<file path="config.mk">
export PLATFORM = sky130hd
export DESIGN_NAME = box_overlap_suppression
export DESIGN_NICKNAME = d
export VERILOG_FILES = /design/src/sv/bos_pkg.sv /design/src/sv/bos_front.sv /design/src/sv/bos_queue.sv /design/src/sv/bos_back.sv /design/src/sv/box_overlap_suppression.sv
export SDC_FILE = /design/constraint.sdc
export NUM_CORES = 2
export LEC_CHECK = 0
export ABC_AREA = 0
export BUFFER_PORTS_ARGS = -buffer_cell sky130_fd_sc_hd__buf_2
export CORE_MARGIN = 2
export CORE_UTILIZATION = 55
export CTS_CLUSTER_SIZE = 12
export DETAILED_ROUTE_END_ITERATION = 8
export HOLD_SLACK_MARGIN = 0.15
export PLACE_DENSITY = 0.71
export SLEW_MARGIN = 20
export SYNTH_ARGS = -nofsm -noshare
export SYNTH_HDL_FRONTEND = slang
export SYNTH_SLANG_ARGS = --single-unit
</file>
<file path="constraint.sdc">
create_clock -name clk -period 17.7 [get_ports clk]
set_input_delay 1.77 -clock clk [delete_from_list [all_inputs] [get_ports clk]]
set_output_delay 1.77 -clock clk [all_outputs]
set_load 0.03 [all_outputs]
</file>
<file path="src/sv/bos_pkg.sv">
// shared types and constants for the box overlap suppression block
package bos_pkg;

	localparam int MAX_BOXES   = 32;
	localparam int IDX_W       = (MAX_BOXES > 1) ? $clog2(MAX_BOXES) : 1;
	localparam int CNT_W       = $clog2(MAX_BOXES + 1);
	localparam int COORD_W     = 16;
	localparam int SIZE_W      = 15;
	localparam int EDGE_W      = COORD_W + 1;
	localparam int DIFF_W      = EDGE_W + 1;
	localparam int AREA_W      = 2 * SIZE_W;
	localparam int THR_W       = 31;
	localparam int OUT_IDX_W   = 6;
	localparam int QUEUE_DEPTH = 4;
	localparam int QPTR_W      = $clog2(QUEUE_DEPTH);
	localparam logic [THR_W-1:0] THR_RESET = THR_W'(1);

	// input word
	typedef struct packed {
		logic signed [COORD_W-1:0] box_x;
		logic signed [COORD_W-1:0] box_y;
		logic [SIZE_W-1:0]         box_width;
		logic [SIZE_W-1:0]         box_height;
		logic                      box_alive;
		logic                      last_box;
	} box_in_t;

	// result word
	typedef struct packed {
		logic [OUT_IDX_W-1:0] box_index;
		logic                 keep;
		logic                 last_result;
	} box_out_t;

	// box geometry as held in the box memory
	typedef struct packed {
		logic signed [COORD_W-1:0] x;
		logic signed [COORD_W-1:0] y;
		logic signed [EDGE_W-1:0]  right;
		logic signed [EDGE_W-1:0]  bottom;
	} geom_t;

	// classified word passed from the front to the back
	typedef struct packed {
		geom_t geom;
		logic  alive;
		logic  last;
	} entry_t;

endpackage

</file>
<file path="src/sv/bos_front.sv">
// front end: input register that takes box words and computes right and bottom edges
module bos_front (
	input  logic            clk,
	input  logic            arst_n,
	input  logic            box_valid,
	output logic            box_ready,
	input  bos_pkg::box_in_t box_data,
	output logic            q_push,
	input  logic            q_full,
	output bos_pkg::entry_t q_data
);
	import bos_pkg::*;

	logic   v_q;
	entry_t ent_q;
	logic   take;

	// hold a word until the queue has room
	assign box_ready = !v_q || !q_full;
	assign take      = box_valid && box_ready;
	assign q_push    = v_q && !q_full;
	assign q_data    = ent_q;

	// word valid flag
	always_ff @(posedge clk or negedge arst_n) begin
		if (!arst_n) begin
			v_q <= 1'b0;
		end else if (take) begin
			v_q <= 1'b1;
		end else if (q_push) begin
			v_q <= 1'b0;
		end
	end

	// edges are x + width and y + height, one bit wider than the coordinates
	always_ff @(posedge clk) begin
		if (take) begin
			ent_q.geom.x      <= box_data.box_x;
			ent_q.geom.y      <= box_data.box_y;
			ent_q.geom.right  <= EDGE_W'(box_data.box_x) + $signed({2'b00, box_data.box_width});
			ent_q.geom.bottom <= EDGE_W'(box_data.box_y) + $signed({2'b00, box_data.box_height});
			ent_q.alive       <= box_data.box_alive;
			ent_q.last        <= box_data.last_box;
		end
	end

endmodule

</file>
<file path="src/sv/bos_queue.sv">
// short queue of classified box words between the front and the back
module bos_queue (
	input  logic            clk,
	input  logic            arst_n,
	input  logic            push,
	input  bos_pkg::entry_t push_data,
	output logic            full,
	input  logic            pop,
	output logic            empty,
	output bos_pkg::entry_t pop_data
);
	import bos_pkg::*;

	entry_t            slot_q [QUEUE_DEPTH];
	logic [QPTR_W-1:0] wr_ptr_q;
	logic [QPTR_W-1:0] rd_ptr_q;
	logic [QPTR_W:0]   cnt_q;

	assign full     = (cnt_q == (QPTR_W + 1)'(QUEUE_DEPTH));
	assign empty    = (cnt_q == '0);
	assign pop_data = slot_q[rd_ptr_q];

	// pointers and fill count
	always_ff @(posedge clk or negedge arst_n) begin
		if (!arst_n) begin
			wr_ptr_q <= '0;
			rd_ptr_q <= '0;
			cnt_q    <= '0;
		end else begin
			if (push) begin
				wr_ptr_q <= wr_ptr_q + QPTR_W'(1);
			end
			if (pop) begin
				rd_ptr_q <= rd_ptr_q + QPTR_W'(1);
			end
			if (push && !pop) begin
				cnt_q <= cnt_q + (QPTR_W + 1)'(1);
			end else if (pop && !push) begin
				cnt_q <= cnt_q - (QPTR_W + 1)'(1);
			end
		end
	end

	// storage
	always_ff @(posedge clk) begin
		if (push) begin
			slot_q[wr_ptr_q] <= push_data;
		end
	end

endmodule

</file>
<file path="src/sv/bos_back.sv">
// back end: box memory, pairwise overlap sweep with one shared intersection unit, result output
module bos_back (
	input  logic             clk,
	input  logic             arst_n,
	input  logic             q_empty,
	output logic             q_pop,
	input  bos_pkg::entry_t  q_data,
	input  logic             cfg_we,
	input  logic [30:0]      cfg_wdata,
	output logic             result_valid,
	input  logic             result_ready,
	output bos_pkg::box_out_t result_data
);
	import bos_pkg::*;

	typedef enum logic [2:0] {
		LOAD,
		ROW,
		LATCH,
		SWEEP,
		DRAIN,
		EMIT
	} state_t;

	state_t            state_q;
	logic [CNT_W-1:0]  count_q;
	logic [CNT_W-1:0]  i_q;
	logic [CNT_W-1:0]  j_q;
	logic [CNT_W-1:0]  k_q;
	logic [THR_W-1:0]  thr_q;
	logic              res_v_q;
	box_out_t          res_q;

	geom_t             mem [MAX_BOXES];
	logic [MAX_BOXES-1:0] alive_q;
	geom_t             rd_q;
	geom_t             boxi_q;
	logic [IDX_W-1:0]  rd_addr;
	logic              wr_mem;

	logic              v_s1, v_s2, v_s3;
	logic [IDX_W-1:0]  j_s1, j_s2, j_s3;
	logic [SIZE_W-1:0] sx_s2, sy_s2;
	logic              pos_s2;
	logic [AREA_W-1:0] area_s3;

	logic signed [COORD_W-1:0] left, top;
	logic signed [EDGE_W-1:0]  rmin, bmin;
	logic signed [DIFF_W-1:0]  sx, sy;
	logic              pos_x, pos_y;
	logic              hit;
	logic              emit_go;
	logic              k_last;

	assign q_pop        = (state_q == LOAD) && !q_empty;
	assign wr_mem       = q_pop && (count_q < CNT_W'(MAX_BOXES));
	assign rd_addr      = (state_q == ROW) ? i_q[IDX_W-1:0] : j_q[IDX_W-1:0];
	assign result_valid = res_v_q;
	assign result_data  = res_q;
	assign emit_go      = (state_q == EMIT) && (!res_v_q || result_ready);
	assign k_last       = ((k_q + CNT_W'(1)) == count_q);

	// box memory: one write port for loading, one registered read port for the sweep
	always_ff @(posedge clk) begin
		if (wr_mem) begin
			mem[count_q[IDX_W-1:0]] <= q_data.geom;
		end
		rd_q <= mem[rd_addr];
		if (state_q == LATCH) begin
			boxi_q <= rd_q;
		end
	end

	// alive flags: set on load, cleared by a suppressing pair
	always_ff @(posedge clk) begin
		if (wr_mem) begin
			alive_q[count_q[IDX_W-1:0]] <= q_data.alive;
		end
		if (hit) begin
			alive_q[j_s3] <= 1'b0;
		end
	end

	// stage 2: overlap extents in x and y
	always_comb begin
		left  = (rd_q.x > boxi_q.x) ? rd_q.x : boxi_q.x;
		top   = (rd_q.y > boxi_q.y) ? rd_q.y : boxi_q.y;
		rmin  = (rd_q.right < boxi_q.right) ? rd_q.right : boxi_q.right;
		bmin  = (rd_q.bottom < boxi_q.bottom) ? rd_q.bottom : boxi_q.bottom;
		sx    = DIFF_W'(rmin) - DIFF_W'(left);
		sy    = DIFF_W'(bmin) - DIFF_W'(top);
		pos_x = !sx[DIFF_W-1] && (sx != '0);
		pos_y = !sy[DIFF_W-1] && (sy != '0);
	end

	// stage 4 compare against the threshold
	assign hit = v_s3 && ({{(THR_W - AREA_W){1'b0}}, area_s3} >= thr_q);

	// intersection pipeline valids
	always_ff @(posedge clk or negedge arst_n) begin
		if (!arst_n) begin
			v_s1 <= 1'b0;
			v_s2 <= 1'b0;
			v_s3 <= 1'b0;
		end else begin
			v_s1 <= (state_q == SWEEP) && (j_q != i_q);
			v_s2 <= v_s1;
			v_s3 <= v_s2;
		end
	end

	// intersection pipeline data; positive extents never exceed the box size
	always_ff @(posedge clk) begin
		j_s1    <= j_q[IDX_W-1:0];
		j_s2    <= j_s1;
		sx_s2   <= sx[SIZE_W-1:0];
		sy_s2   <= sy[SIZE_W-1:0];
		pos_s2  <= pos_x && pos_y;
		j_s3    <= j_s2;
		area_s3 <= pos_s2 ? (AREA_W'(sx_s2) * AREA_W'(sy_s2)) : '0;
	end

	// sequencer, threshold register and result register
	always_ff @(posedge clk or negedge arst_n) begin
		if (!arst_n) begin
			state_q <= LOAD;
			count_q <= '0;
			i_q     <= '0;
			j_q     <= '0;
			k_q     <= '0;
			thr_q   <= THR_RESET;
			res_v_q <= 1'b0;
			res_q   <= '0;
		end else begin
			if (cfg_we) begin
				thr_q <= cfg_wdata;
			end
			if (result_ready) begin
				res_v_q <= 1'b0;
			end
			case (state_q)
				LOAD: begin
					if (q_pop) begin
						if (wr_mem) begin
							count_q <= count_q + CNT_W'(1);
						end
						if (q_data.last) begin
							i_q     <= '0;
							state_q <= ROW;
						end
					end
				end
				ROW: begin
					if (i_q == count_q) begin
						k_q     <= '0;
						state_q <= EMIT;
					end else if (alive_q[i_q[IDX_W-1:0]]) begin
						state_q <= LATCH;
					end else begin
						i_q <= i_q + CNT_W'(1);
					end
				end
				LATCH: begin
					j_q     <= '0;
					state_q <= SWEEP;
				end
				SWEEP: begin
					if ((j_q + CNT_W'(1)) == count_q) begin
						state_q <= DRAIN;
					end else begin
						j_q <= j_q + CNT_W'(1);
					end
				end
				DRAIN: begin
					if (!v_s1 && !v_s2 && !v_s3) begin
						i_q     <= i_q + CNT_W'(1);
						state_q <= ROW;
					end
				end
				EMIT: begin
					if (emit_go) begin
						res_v_q           <= 1'b1;
						res_q.box_index   <= OUT_IDX_W'(k_q);
						res_q.keep        <= alive_q[k_q[IDX_W-1:0]];
						res_q.last_result <= k_last;
						if (k_last) begin
							count_q <= '0;
							state_q <= LOAD;
						end else begin
							k_q <= k_q + CNT_W'(1);
						end
					end
				end
				default: begin
					state_q <= LOAD;
				end
			endcase
		end
	end

endmodule

</file>
<file path="src/sv/box_overlap_suppression.sv">
// top level of the box overlap suppression block
// Boxes arrive on the box channel (box_valid/box_ready/box_data), sorted by
// falling score. Each accepted word is registered in the front end, gets its
// right and bottom edges computed and waits in a four-word queue. The back end
// stores up to MAX_BOXES boxes; extra boxes are dropped. A word marked
// last_box starts suppression: for each alive box i the back end sweeps all
// held boxes through one shared intersection unit (memory read, extents,
// multiply, compare), one pair per cycle, then drains that pipeline before the
// next row; dead rows are skipped. box_ready stays high while the queue has room,
// also while a set is being suppressed.
// Results leave on result_valid/result_ready/result_data, one word per box in
// index order, last_result on the final one. The output register holds a
// word while the receiver stalls, and emission pauses until it is taken.
// cfg_we writes cfg_wdata into the overlap threshold; write it only while idle.
// After reset the box set is empty, the queue is empty and the threshold is 1.
module box_overlap_suppression (
	input  logic              clk,
	input  logic              arst_n,
	input  logic              box_valid,
	output logic              box_ready,
	input  bos_pkg::box_in_t  box_data,
	output logic              result_valid,
	input  logic              result_ready,
	output bos_pkg::box_out_t result_data,
	input  logic              cfg_we,
	input  logic [30:0]       cfg_wdata
);
	import bos_pkg::*;

	logic   q_push, q_full, q_pop, q_empty;
	entry_t q_in, q_out;

	// front end
	bos_front u_front (
		.clk       (clk),
		.arst_n    (arst_n),
		.box_valid (box_valid),
		.box_ready (box_ready),
		.box_data  (box_data),
		.q_push    (q_push),
		.q_full    (q_full),
		.q_data    (q_in)
	);

	// queue between front and back
	bos_queue u_queue (
		.clk       (clk),
		.arst_n    (arst_n),
		.push      (q_push),
		.push_data (q_in),
		.full      (q_full),
		.pop       (q_pop),
		.empty     (q_empty),
		.pop_data  (q_out)
	);

	// back end
	bos_back u_back (
		.clk          (clk),
		.arst_n       (arst_n),
		.q_empty      (q_empty),
		.q_pop        (q_pop),
		.q_data       (q_out),
		.cfg_we       (cfg_we),
		.cfg_wdata    (cfg_wdata),
		.result_valid (result_valid),
		.result_ready (result_ready),
		.result_data  (result_data)
	);

endmodule

</file>
### Yosys cells after proc, flatten, opt, wreduce, memory -nomap -nowiden

Memories as Yosys holds them, arrays and structs flattened. A register that Yosys moved wholly into a read port is not among the register bits.
Index checks and enable logic that the tools add are counted.

| word-level totals | value |
|---|---|
| flip-flop bits (word level) | 320 |
| memory bits (writable) | 2,384 |
| bits of input ports | 100 |
| output and inout port bits | 10 |
| logic and storage cells | 185 |
| memories | 2 |

Memories:

| memory | words | width | rd ports | clocked after memory_dff | write ports | line | RTL |
|---|---|---|---|---|---|---|---|
| u_back.mem | 32 | 66 | 1 | 1 | 1 | bos_back.sv:34 | `geom_t mem [MAX_BOXES];` |
| u_queue.slot_q | 4 | 68 | 1 | 0 | 1 | bos_queue.sv:14 | `entry_t slot_q [QUEUE_DEPTH];` |

| cells by class | value |
|---|---|
| $add $sub $neg | 12 |
| multipliers | 1 |
| $lt $le $gt $ge | 12 |
| equal/unequal tests | 23 |
| muxes and demuxes | 53 |
| bitwise operators | 2 |
| reductions and logical operators | 45 |

Operators with widths:

| operator | count |
|---|---|
| two-way mux 6 bit | 13 |
| two-way mux 32 bit | 2 |
| one-hot mux 6 bit (2 select lines) | 3 |
| nonzero test 18 bit | 2 |
| subtractor 17 x 16 -> 18 bit | 2 |
| adder 16 x 16 -> 17 bit | 2 |
| < comparator 17 bit | 2 |
| two-way mux 17 bit | 2 |
| bitwise AND 32 bit | 1 |
| bitwise mux 32 bit | 1 |
| greater-than comparator 16 bit | 2 |
| two-way mux 16 bit | 2 |
| NOT 32 bit | 1 |
| greater-or-equal comparator 30 x 31 -> 1 bit | 1 |
| multiplier 15 x 15 -> 30 bit | 1 |
| two-way mux 3 bit | 10 |
| adder 6 x 1 -> 6 bit (second input constant) | 4 |
| < comparator 5 x 6 -> 1 bit (second input constant) | 4 |
| equality test 6 bit | 3 |
| one-hot mux 3 bit (6 select lines) | 1 |
| one-hot mux 6 bit (3 select lines) | 1 |
| logical AND 1 bit | 16 |
| inequality test 2 bit (second input constant) | 7 |
| two-way mux 1 bit | 13 |
| 24 further kinds | 52 |

### Depth between registers and ports, before layout

| depth | value |
|---|---|
| word-level depth | 8 |
| gate-level depth with buffers | 24 |
| mapped depth without buffers | 23 |

### Hierarchy

A second synthesis with hierarchy kept.

| second synthesis, totals | value |
|---|---|
| cells, all modules | 6,890 |
| area, all modules | 117,376.3 um2 |

By module, submodules not included:

| module | times used | cells each | area an instance (um2) | seq. area each (um2) |
|---|---|---|---|---|
| bos_back | 1 | 6,217 | 103,459.2 | 70,639.0 |
| bos_queue | 1 | 390 | 10,283.6 | 8,343.0 |
| bos_front | 1 | 283 | 3,633.5 | 2,067.0 |

### Worst setup path after synthesis

Ideal clock, no wire load.

| timing | value |
|---|---|
| path type | register -> register |
| from | register u_back.state_q[1] |
| to | register u_back.j_q[3] |
| setup time | 67 ps |
| arrival | 6,626 ps |
| data required time | 17,633 ps |
| slack | 11,008 ps |
| cell stages (with the launch flop) | 7 |
| path buffers | 2 |
| clock period less this slack | 6,692 ps |
| cells stage by stage | dfrtp_1 -> clkbuf_1 -> nor3b_1 -> nor2b_1 -> clkbuf_1 -> or4b_2 -> nand2_1 |

| on the way | value |
|---|---|
| word-level cells in the longest chain between the ends | 3 |
| elaborated cells between the ends (all ways) | 6 |
| those cells by class | eq/ne (3); mux (1); reduce/logical (2) |

RTL lines:

| element | line | RTL |
|---|---|---|
| start: declaration | bos_back.sv:25 | `state_t state_q;` |
| start signal: assignment | bos_back.sv:126 | `state_q <= LOAD;` |
| start signal: assignment | bos_back.sv:149 | `state_q <= ROW;` |
| start signal: assignment | bos_back.sv:156 | `state_q <= EMIT;` |
| equality test 3 x 2 -> 1 bit | bos_back.sv:141 | `case (state_q)` |
| inequality test 2 bit (no line) / nonzero test 2 bit (equally long branches) | - |  |
| AND reduction 2 bit (no line) | - |  |
| end signal: assignment | bos_back.sv:171 | `j_q <= j_q + CNT_W'(1);` |
| end: declaration | bos_back.sv:28 | `logic [CNT_W-1:0] j_q;` |

Parallel ways exist; a longest one is shown, timed or not.
A chain may end at the register's enable or synchronous reset.

### Final worst setup path

| timing | value |
|---|---|
| from | register u_back.sx_s2[10] |
| to | register u_back.area_s3[27] |

| on the way | value |
|---|---|
| word-level cells in the longest chain between the ends | 1 |

RTL lines:

| element | line | RTL |
|---|---|---|
| start: declaration | bos_back.sv:43 | `logic [SIZE_W-1:0] sx_s2, sy_s2;` |
| start signal: assignment | bos_back.sv:116 | `sx_s2 <= sx[SIZE_W-1:0];` |
| multiplier 15 x 15 -> 30 bit | bos_back.sv:120 | `area_s3 <= pos_s2 ? (AREA_W'(sx_s2) * AREA_W'(sy_s2)) : '0;` |
| end signal: assignment | bos_back.sv:120 |  |
| end: declaration | bos_back.sv:45 | `logic [AREA_W-1:0] area_s3;` |

Every way passes these cells.

==> impl_metrics.toml <==
[placed_design]
dp_hpwl_mm = 160
port_buffers = 109
gp_congestion = 0.857

[setup_path]
worstSetupStartpoint = "u_back.sx_s2[10]"
crit_type = "reg -> reg"
startpoint_type = "flip-flop"
endpoint_kind = "flip-flop"
cp.required_ns = 18.43
rrSetupSlack_ns = 11.12
crit_chain = "and2_1, fa_1, inv_1, fa_1, inv_1, fa_1, inv_1, fa_1, inv_1, fa_1, inv_1, fa_1, inv_1, ha_1, and2_1, o21ai_0, o211ai_1, a31oi_1, o21ai_0, a311oi_1, o21ai_0, mux2i_1"
slowest_delay_ns = 0.54
cp.arrival_ns = 7.31
cp-endpoint = "u_back.area_s3[27]"
r2r_end = "u_back.area_s3[27]"
regToRegStartpoint = "u_back.sx_s2[10]"
worstPathMaxFanout = 15
worst_r2r_path_depth = 22
cpMaxStageDelayCell = "fa_1"

[clock_network]
path_clk_slew_ns = 0.06
clock-sinks = 2770
postCtsResizedCells = 0
cts-hold-fix-buffers = 0
htreeDepth = 5
cts_buffer_depth = 4
cts-root-buf = "clkbuf_16"
cts_tree = "done"
clock_latency_ns = 0.93
cts_setup_buffers = 0
cts_buffers = 301

[yosys]
synth_common_cells = "edfxtp_1 (2,518), nand2_1 (783), mux4_2 (610)"
netlist_instances = 6814
netlist.area_leader.share_pct = 64.7
yosysWarnings = 0
async_flop_share_pct = 2.82
yosysUniqueCellTypes = 77
yosysTopAreaCell = "edfxtp_1"
synthFlopType = "edfxtp_1"
ys_seq_area_share_pct = 69.4
syn_nets = 7350
syn_avg_cell_area_um2 = 17.1
synth_seq_cells = 2770
yosysMostFrequentCell = "edfxtp_1"
synth_area_leaders = "edfxtp_1 (65%), mux4_2 (12%), dfxtp_1 (3.0%)"
syn_area_um2 = 117000
synth_edf_count = 2518

[layout]
fillers = 14800
syn_to_final_growth_pct = 11.1
ff_latch_area_um2 = 81100
drive_gt1_share_pct = 18.2
nets = 7547
multi_input_area_um2 = 33600

[floorplan]
chipHeight_um = 465
fp.dieArea_um2 = 216000
die_w_um = 465
start_util_pct = 55.2
rows = 169
core_um2 = 212000
pin_count = 110

[sta]
clock.fmax_mhz = 152
min_period_ns = 6.58
finalCritPeriodShare_pct = 37.2
timing.setup.tns_ns = 0
skew_ns = 0.0866
finalHoldViolCount = 0
slew_violations = 0
slew_headroom_pct = 21.7
tightest_slew_ns = 1.16
setup_violations = 0
rsz0062_at_grt = "false"

[routing]
viasPerCell = 6.34
wl_met3_mm = 27.8
highest_layer = "met5"
wl_met1_mm = 115
drc_errors = 0
wl_met2_mm = 141
drt_wl_total_mm = 293
drt_iter0_markers = 8415
wl_per_cell_um = 29.2
dr.pass1.iters = 6
antenna_left = 0
num_vias = 63500

[global_routing]
gr-total-overflow = 0
grt_antenna_before_repair = 11
grt_pass1_wl_mm = 428
grt_max_degree = 148
track_usage_pct = 27.2
grt_pass1_vias = 63900

[run]
maxCapViolations = 0

[hold_path]
hold_path_class = "reg -> reg"

[outcome]
outcome = "finished clean"
cell families after synthesis:
group / Yosys count / share of synthesized area [%]
fa+ha+maj: 436 / 5.78
buf+inv: 671 / 2.22
xor+xnor: 103 / 0.784
simple gates: 1617 / 6.38
compound gates: 479 / 2.53
flops: 2770 / 69.4
mux: 738 / 12.9
worst min path at each step:
| stage | start | endpoint | slack (ns) | cells past startpoint |
|---|---|---|---|---|
| final | u_back.j_s2[2] | u_back.j_s3[2] | 0.31 | 0 |
| after detailed placement | u_back.j_s2[4] | u_back.j_s3[4] | 0.31 | 0 |
| after CTS | u_back.j_s2[2] | u_back.j_s3[2] | 0.31 | 0 |
| after global placement | u_back.j_s1[4] | u_back.j_s2[4] | 0.31 | 0 |
| after global routing | u_back.j_s2[2] | u_back.j_s3[2] | 0.31 | 0 |
| after floorplan | u_back.j_s1[0] | u_back.j_s2[0] | 0.31 | 0 |
routing by layer:
metal	vias up	global-route usage, %
li1	26400	-
met1	33000	38.7
met2	3475	43.8
met3	554	4.25
met4	4	8.17
met5	-	0
stage by stage:
step                utilization, %  hold WS, ns  worst slack, ns  cell area [um2]  cells
detailed placement            57.1        0.312            11.18           121000   9529
CTS                           61.3        0.306            11.12           130000  10000
global placement              57.1        0.310            11.16           121000   9529
floorplan                        -        0.310            11.01           117000   6814
finish                        61.3        0.307            11.12           130000  10000
global route                  61.3        0.310            10.64           130000  10000
worst max-delay path, delay by kind of cell (launching register included):
| kind | cells | cell delay (ns) |
|---|---|---|
| and+or+nand+nor | 2 | 0.43 |
| buffers and inverters | 6 | 0.32 |
| muxes | 1 | 0.14 |
| DFF | 1 | 0.48 |
| adders and majority gates | 7 | 3.38 |
| AOI/OAI and AO/OA | 6 | 1.66 |
sequential cells by signal, summed over array words and instances, names as in the netlist, 8 cells and up:
| signal | flops |
|---|---|
| u_back.mem | 2112 |
| u_queue.slot_q | 272 |
| u_front.q_data | 68 |
| u_back.boxi_q | 66 |
| u_back.rd_q | 66 |
| u_back.alive_q | 32 |
| u_back.thr_q | 31 |
| u_back.area_s3 | 30 |
| u_back.sx_s2 | 15 |
| u_back.sy_s2 | 15 |
| u_back.result_data | 8 |
cell usage in the layout (no fill, tap or decap), drive strengths merged, types with 170 or more instances in the layout:
master	instances
buf	213
mux4	610
inv	355
edfxtp	2518
o21ai	170
fa	172
nand3	363
clkbuf	437
dfxtp	174
nand2	783
ha	264
final cells by class:
type,count,share of cell area [%]
sequential,2770,62.5
multi-input combinational,3373,25.9
clock buffer,437,6.49
tap,2821,2.72
timing repair buffer,213,1.11
inverter,352,1.02
clock inverter,47,0.294
antenna,4,0.00772
Power is not shown: default switching activity piles up to over one toggle a cycle in this logic, so the estimate is an artifact.
